===== src/design/quanta_exchange_monte_carlo_defines.svh =====
// ----------------------------------------------------------------------------
// Quanta exchange assertion macros
// Shared property forms for the exchange block; they expect clk and rst_n
// in scope.
// ----------------------------------------------------------------------------
`ifndef QUANTA_EXCHANGE_MONTE_CARLO_DEFINES_SVH
`define QUANTA_EXCHANGE_MONTE_CARLO_DEFINES_SVH

// consequent holds in the same cycle as the antecedent
`define QXMC_ASSERT_SAME(name, ante, cons, msg) \
  name: assert property (@(posedge clk) disable iff (!rst_n) (ante) |-> (cons)) \
    else $error(msg);

// consequent holds in the cycle after the antecedent
`define QXMC_ASSERT_NEXT(name, ante, cons, msg) \
  name: assert property (@(posedge clk) disable iff (!rst_n) (ante) |=> (cons)) \
    else $error(msg);

`endif


===== src/design/qxmc_pkg.sv =====
// ----------------------------------------------------------------------------
// Quanta exchange package
// Sizes, codes, state encoding and the controller/datapath bundles.
// ----------------------------------------------------------------------------
`timescale 1ns / 1ps

package qxmc_pkg;

  localparam int NUM_OBJECTS = 1024;
  localparam int NUM_LEVELS  = 64;

  localparam int OBJ_AW    = $clog2(NUM_OBJECTS);
  localparam int LVL_AW    = $clog2(NUM_LEVELS);
  localparam int HIST_W    = $clog2(NUM_OBJECTS + 1);
  localparam int HALF      = NUM_OBJECTS / 2;
  localparam int FILL_LEN  = (NUM_OBJECTS > NUM_LEVELS) ? NUM_OBJECTS : NUM_LEVELS;
  localparam int FILL_W    = $clog2(FILL_LEN);

  localparam int ENERGY_W  = 13;
  localparam int CNT_W     = 32;
  localparam int IDX_W     = 10;
  localparam int LEVEL_W   = 6;
  localparam int OP_W      = 2;
  localparam int MODE_W    = 2;
  localparam int OUT_CNT_W = 11;

  localparam logic [ENERGY_W-1:0] ENERGY_MAX = 13'd8191;

  // request opcodes
  localparam logic [OP_W-1:0] OP_EXCHANGE   = 2'd0;
  localparam logic [OP_W-1:0] OP_READ_LEVEL = 2'd1;
  localparam logic [OP_W-1:0] OP_REFILL     = 2'd2;

  // fill patterns
  localparam logic [MODE_W-1:0] MODE_SPLIT_73 = 2'd1;
  localparam logic [MODE_W-1:0] MODE_SPLIT_46 = 2'd2;

  localparam logic [ENERGY_W-1:0] E_UNIFORM = 13'd5;
  localparam logic [ENERGY_W-1:0] E_SEVEN   = 13'd7;
  localparam logic [ENERGY_W-1:0] E_THREE   = 13'd3;
  localparam logic [ENERGY_W-1:0] E_FOUR    = 13'd4;
  localparam logic [ENERGY_W-1:0] E_SIX     = 13'd6;

  // histogram bins touched by one kept exchange, in update order
  typedef enum logic [1:0] {
    BIN_DN_OLD,
    BIN_DN_NEW,
    BIN_RX_OLD,
    BIN_RX_NEW
  } bin_sel_t;

  typedef enum logic [3:0] {
    ST_INIT_FILL,
    ST_IDLE,
    ST_DECODE,
    ST_RD_RX,
    ST_CHK,
    ST_JUDGE,
    ST_WR_RX,
    ST_H_RD,
    ST_H_WR,
    ST_LVL_CAP,
    ST_REFILL,
    ST_DONE
  } state_t;

  typedef struct packed {
    logic     ld_item;
    logic     fill_start;
    logic     fill_we;
    logic     e_rd_rx;
    logic     cap_dn;
    logic     cap_rx;
    logic     e_we_dn;
    logic     e_we_rx;
    logic     set_moved;
    logic     cnt_kept;
    logic     cnt_rej;
    logic     h_rd_level;
    logic     h_wr;
    bin_sel_t bin_sel;
    logic     cap_lcount;
    logic     out_load;
  } dp_cmd_t;

  typedef struct packed {
    logic [OP_W-1:0] op;
    logic            idx_ok;
    logic            same_idx;
    logic            move_ok;
    logic            lvl_ok;
    logic            fill_last;
    logic            out_free;
  } dp_sts_t;

endpackage


===== src/design/qxmc_ctrl.sv =====
// ----------------------------------------------------------------------------
// Quanta exchange controller
// Sequences fill sweeps, exchanges, level reads and the result hand-off.
// ----------------------------------------------------------------------------
`timescale 1ns / 1ps

module qxmc_ctrl
  import qxmc_pkg::*;
(
  input  logic    clk,
  input  logic    rst_n,
  input  logic    in_valid,
  output logic    in_ready,
  input  dp_sts_t sts,
  output dp_cmd_t cmd
);

  state_t   state_r, state_nxt;
  bin_sel_t bin_r, bin_nxt;

  always_ff @(posedge clk) begin
    if (!rst_n) begin
      state_r <= ST_INIT_FILL;
      bin_r   <= BIN_DN_OLD;
    end else begin
      state_r <= state_nxt;
      bin_r   <= bin_nxt;
    end
  end

  // next state
  always_comb begin
    state_nxt = state_r;
    bin_nxt   = bin_r;
    unique case (state_r)
      ST_INIT_FILL: begin
        if (sts.fill_last) state_nxt = ST_IDLE;
      end
      ST_IDLE: begin
        if (in_valid) state_nxt = ST_DECODE;
      end
      ST_DECODE: begin
        unique case (sts.op)
          OP_EXCHANGE: begin
            if (!sts.idx_ok || sts.same_idx) state_nxt = ST_DONE;
            else state_nxt = ST_RD_RX;
          end
          OP_READ_LEVEL: begin
            state_nxt = sts.lvl_ok ? ST_LVL_CAP : ST_DONE;
          end
          OP_REFILL: begin
            state_nxt = ST_REFILL;
          end
          default: begin
            state_nxt = ST_DONE;
          end
        endcase
      end
      ST_RD_RX:   state_nxt = ST_CHK;
      ST_CHK:     state_nxt = ST_JUDGE;
      ST_JUDGE: begin
        state_nxt = sts.move_ok ? ST_WR_RX : ST_DONE;
      end
      ST_WR_RX: begin
        bin_nxt   = BIN_DN_OLD;
        state_nxt = ST_H_RD;
      end
      ST_H_RD:    state_nxt = ST_H_WR;
      ST_H_WR: begin
        unique case (bin_r)
          BIN_DN_OLD: begin
            bin_nxt   = BIN_DN_NEW;
            state_nxt = ST_H_RD;
          end
          BIN_DN_NEW: begin
            bin_nxt   = BIN_RX_OLD;
            state_nxt = ST_H_RD;
          end
          BIN_RX_OLD: begin
            bin_nxt   = BIN_RX_NEW;
            state_nxt = ST_H_RD;
          end
          BIN_RX_NEW: begin
            state_nxt = ST_DONE;
          end
          default: begin
            state_nxt = ST_DONE;
          end
        endcase
      end
      ST_LVL_CAP: state_nxt = ST_DONE;
      ST_REFILL: begin
        if (sts.fill_last) state_nxt = ST_DONE;
      end
      ST_DONE: begin
        if (sts.out_free) state_nxt = ST_IDLE;
      end
      default: begin
        state_nxt = ST_IDLE;
      end
    endcase
  end

  // outputs
  always_comb begin
    cmd      = '0;
    in_ready = 1'b0;
    unique case (state_r)
      ST_INIT_FILL: cmd.fill_we = 1'b1;
      ST_IDLE: begin
        in_ready    = 1'b1;
        cmd.ld_item = in_valid;
      end
      ST_DECODE: begin
        unique case (sts.op)
          OP_EXCHANGE: begin
            if (!sts.idx_ok) begin
              cmd.cnt_rej = 1'b1;
            end else if (sts.same_idx) begin
              cmd.cnt_kept  = 1'b1;
              cmd.set_moved = 1'b1;
            end
          end
          OP_READ_LEVEL: cmd.h_rd_level = 1'b1;
          OP_REFILL:     cmd.fill_start = 1'b1;
          default: ;
        endcase
      end
      ST_RD_RX: begin
        cmd.e_rd_rx = 1'b1;
        cmd.cap_dn  = 1'b1;
      end
      ST_CHK: cmd.cap_rx = 1'b1;
      ST_JUDGE: begin
        if (sts.move_ok) begin
          cmd.e_we_dn   = 1'b1;
          cmd.set_moved = 1'b1;
          cmd.cnt_kept  = 1'b1;
        end else begin
          cmd.cnt_rej = 1'b1;
        end
      end
      ST_WR_RX: cmd.e_we_rx = 1'b1;
      ST_H_RD: cmd.bin_sel = bin_r;
      ST_H_WR: begin
        cmd.bin_sel = bin_r;
        cmd.h_wr    = 1'b1;
      end
      ST_LVL_CAP: cmd.cap_lcount = 1'b1;
      ST_REFILL:  cmd.fill_we = 1'b1;
      ST_DONE:    cmd.out_load = sts.out_free;
      default: ;
    endcase
  end

endmodule


===== config.mk =====
export PLATFORM = sky130hd
export DESIGN_NAME = qxmc_ctrl
export DESIGN_NICKNAME = d
export VERILOG_FILES = /design/src/design/quanta_exchange_monte_carlo_defines.svh /design/src/design/qxmc_pkg.sv /design/src/design/qxmc_ctrl.sv
export SDC_FILE = /design/constraint.sdc
export NUM_CORES = 1
export LEC_CHECK = 0
export ABC_AREA = 1
export BUFFER_PORTS_ARGS = -buffer_cell sky130_fd_sc_hd__buf_2
export CORE_AREA = 5 5 45 47
export CTS_CLUSTER_SIZE = 8
export DETAILED_ROUTE_END_ITERATION = 16
export DIE_AREA = 0 0 50 52
export PLACE_DENSITY_LB_ADDON = 0.08
export SYNTH_ARGS = -nofsm -noshare
export SYNTH_HDL_FRONTEND = slang
export SYNTH_SLANG_ARGS = --single-unit

===== constraint.sdc =====
create_clock -name clk -period 1.6 [get_ports clk]
set_input_delay 0.32 -clock clk [delete_from_list [all_inputs] [get_ports clk]]
set_output_delay 0.32 -clock clk [all_outputs]
set_load 0.1 [all_outputs]

==> results.json <==
{
  "dp_hpwl_mm": 1.903,
  "htreeDepth": 1,
  "die_h_um": 52,
  "grt_start_max_net_pins": 8,
  "top_layer": "met4",
  "setup_viol": 16,
  "wl_per_cell_um": 15.52,
  "area_growth_pct": 107.7,
  "clkPwrFrac_pct": 4.9,
  "p_int_mw": 1.151,
  "postSynthAreaPerCell_um2": 5.650,
  "layout_commonest_cell": "nand2_1",
  "drtIter0Drc": 44,
  "p_seq_share_pct": 11.9,
  "die-area_mm2": 0.002600,
  "hold_viol_final": 0,
  "grt_pass1_wl_mm": 4.043,
  "p_total_mw": 2.837,
  "dr_wl_met2_mm": 1.624,
  "portBuffers": 28,
  "worst_pin_slew_ps": 307.1,
  "insertedDiodeCount": 0,
  "status": "finished, violations left",
  "syn_inst": 126,
  "place.gp.congestion": 0.8272,
  "timing.fmax_ghz": 0.5694,
  "fin_crit_sh_pct": 109.8,
  "layout-drive-gt1-share_pct": 52.60,
  "cts_tree": "yes",
  "critPathLaunchType": "flop",
  "p_leak_nw": 0.7214,
  "grt_usage_pct": 20.43,
  "ys_types": 17,
  "drv_cap": 0,
  "vias": 1035,
  "wirelength_mm": 2.949,
  "m1WireLength_mm": 1.005,
  "nNetsFinal": 194,
  "cts-root-buf": "clkbuf_4",
  "core_mm2": 0.001614,
  "ant_nets": 0,
  "gr-total-overflow": 0,
  "die_x_um": 50,
  "ys_seq_area_share_pct": 16.87,
  "worstPathMaxFanout": 5,
  "power_frac_comb_pct": 83.2,
  "finClkSkew_ps": 3.855,
  "yosysWarnings": 0,
  "place_ws_ps": -3.251,
  "cts_buffers": 3,
  "synth_top_cell_by_area": "nand2_1",
  "ys_top_cells_by_area": "nand2_1, dfxtp_1, ha_1",
  "synth_top_area_share_pct": 17.40,
  "power.share.switching_pct": 59.44,
  "antenna_found_initial": 0,
  "violations": "setup timing",
  "cts.sinks": 6,
  "syn-num-nets": 145,
  "clk_pin_slew_worst_paths_ps": 40,
  "row_count": 15,
  "first_pass_iters": 7,
  "finalWorstSetupSlack_ps": -156.2,
  "final_cell_mix": "nand2_1, buf_12, buf_4",
  "cellPowerDensity_mw_per_mm2": 1918,
  "clk_latency_ps": 250,
  "grt_pass1_vias": 975,
  "slew_viol_final": 0,
  "wl_met3_um": 207,
  "syn_area_um2": 711.9,
  "routed_via_density": 5.447,
  "fin_hold_ws_ps": 334.7,
  "io_pins": 29,
  "drc": 0,
  "hp-class": "in2reg",
  "maxSlewHeadroom_pct": 79.59,
  "min_period_ps": 1756,
  "critPathKind": "reg2out",
  "initial_core_util_pct": 44.11,
  "p_switching_mw": 1.686,
  "cts_buffer_depth": 2,
  "rsz0062_at_grt": "true",
  "arrival_ps": 1440,
  "irDropWorstVdd_mv": 2.282,
  "endpoint_kind": "output port",
  "ys_ff_latch": 6,
  "ctsHoldBuffers": 0,
  "worst_ep_required_time_ps": 1280
}
[logic make-up after synthesis]
logic type,count (synthesis),synth area share (%)
AO/OA/AOI/OAI,17,13.01
adder cells (fa/ha/maj),8,14.06
buffers and inverters,28,15.82
flip-flops,6,16.87
AND/OR/NAND/NOR,67,40.25
[repair_timing]
item                                    in CTS  in global routing
gates resized for setup                     11                 18
endpoints found under the setup margin      15                 18
cloned                                       0                  0
pin swaps                                    4                  7
setup buffers                                3                 10
[final timing paths]
| path | cells past startpoint | to | slack (ps) | startpoint |
|---|---|---|---|---|
| setup / recovery | 6 | cmd[8] | -160 | state_r[2]$_SDFFE_PN0P_ |
| hold / removal | 3 | state_r[2]$_SDFFE_PN0P_ | 330 | rst_n |
| setup reg to reg | 10 | state_r[3]$_SDFFE_PN0P_ | 90 | state_r[1]$_SDFFE_PN0P_ |
| hold reg to reg | 2 | bin_r[0]$_SDFFE_PN0P_ | 520 | bin_r[0]$_SDFFE_PN0P_ |
[routing by layer]
metal,vias to the layer above,global-route usage [%]
met4,0,10.92
met5,-,0
li1,482,-
met1,479,18.76
met3,15,6.304
met2,59,39.12
[cell type report]
class / instances / area (um2)
multi-input cells: 92 / 634.4
fillers: 66 / 135.1
flip-flops and latches: 6 / 135.1
repair buffers: 46 / 545.5
clock buffers: 3 / 22.52
well taps: 17 / 21.27
inverters: 26 / 120.1
[power groups by stage]
stage	Clock (mW)	Combinational (mW)	Sequential, mW
2_1_floorplan	0	1.35	0.278
3_3_place_gp	0	1.89	0.290
3_5_place_dp	0	1.93	0.296
4_1_cts	0.145	2.02	0.300
5_1_grt	0.148	2.48	0.344
6_report	0.138	2.36	0.338
[state kept, by name, indices dropped and copies added (netlist names)]
name	flops
bin_r	2
state_r	4
[worst max-delay path: stages, from the launching register on]
cell and delay (ps):
dfxtp_4 380, inv_4 70, nand2_4 60, nor2_4 110, inv_2 60, o31ai_4 280, buf_12 220
[Yosys cell counts]
master and instances:
dfxtp_1 6, o31ai_1 1, nand2_2 2, buf_4 2, inv_1 26, nor2_4 1
nor3_1 2, a21oi_1 9, o22ai_1 1, nor2_1 17, nand3_1 8, nand4_1 1
nand2_1 33, ha_1 8, o21ai_2 1, nor2_2 3, o21ai_0 5
[stage by stage]
step / utilization, % / setup TNS, ps / instance area (um2) / std cells
after global routing: 91.63 / -2561 / 1479 / 190
after detailed placement: 78.84 / -6.370 / 1272 / 174
final: 91.63 / -1660 / 1479 / 190
after CTS: 83.33 / -1102 / 1345 / 180
after floorplan: - / -3579 / 843.3 / 126
after global placement: 78.84 / 0 / 1272 / 174
(Power assumes the default switching activity.)
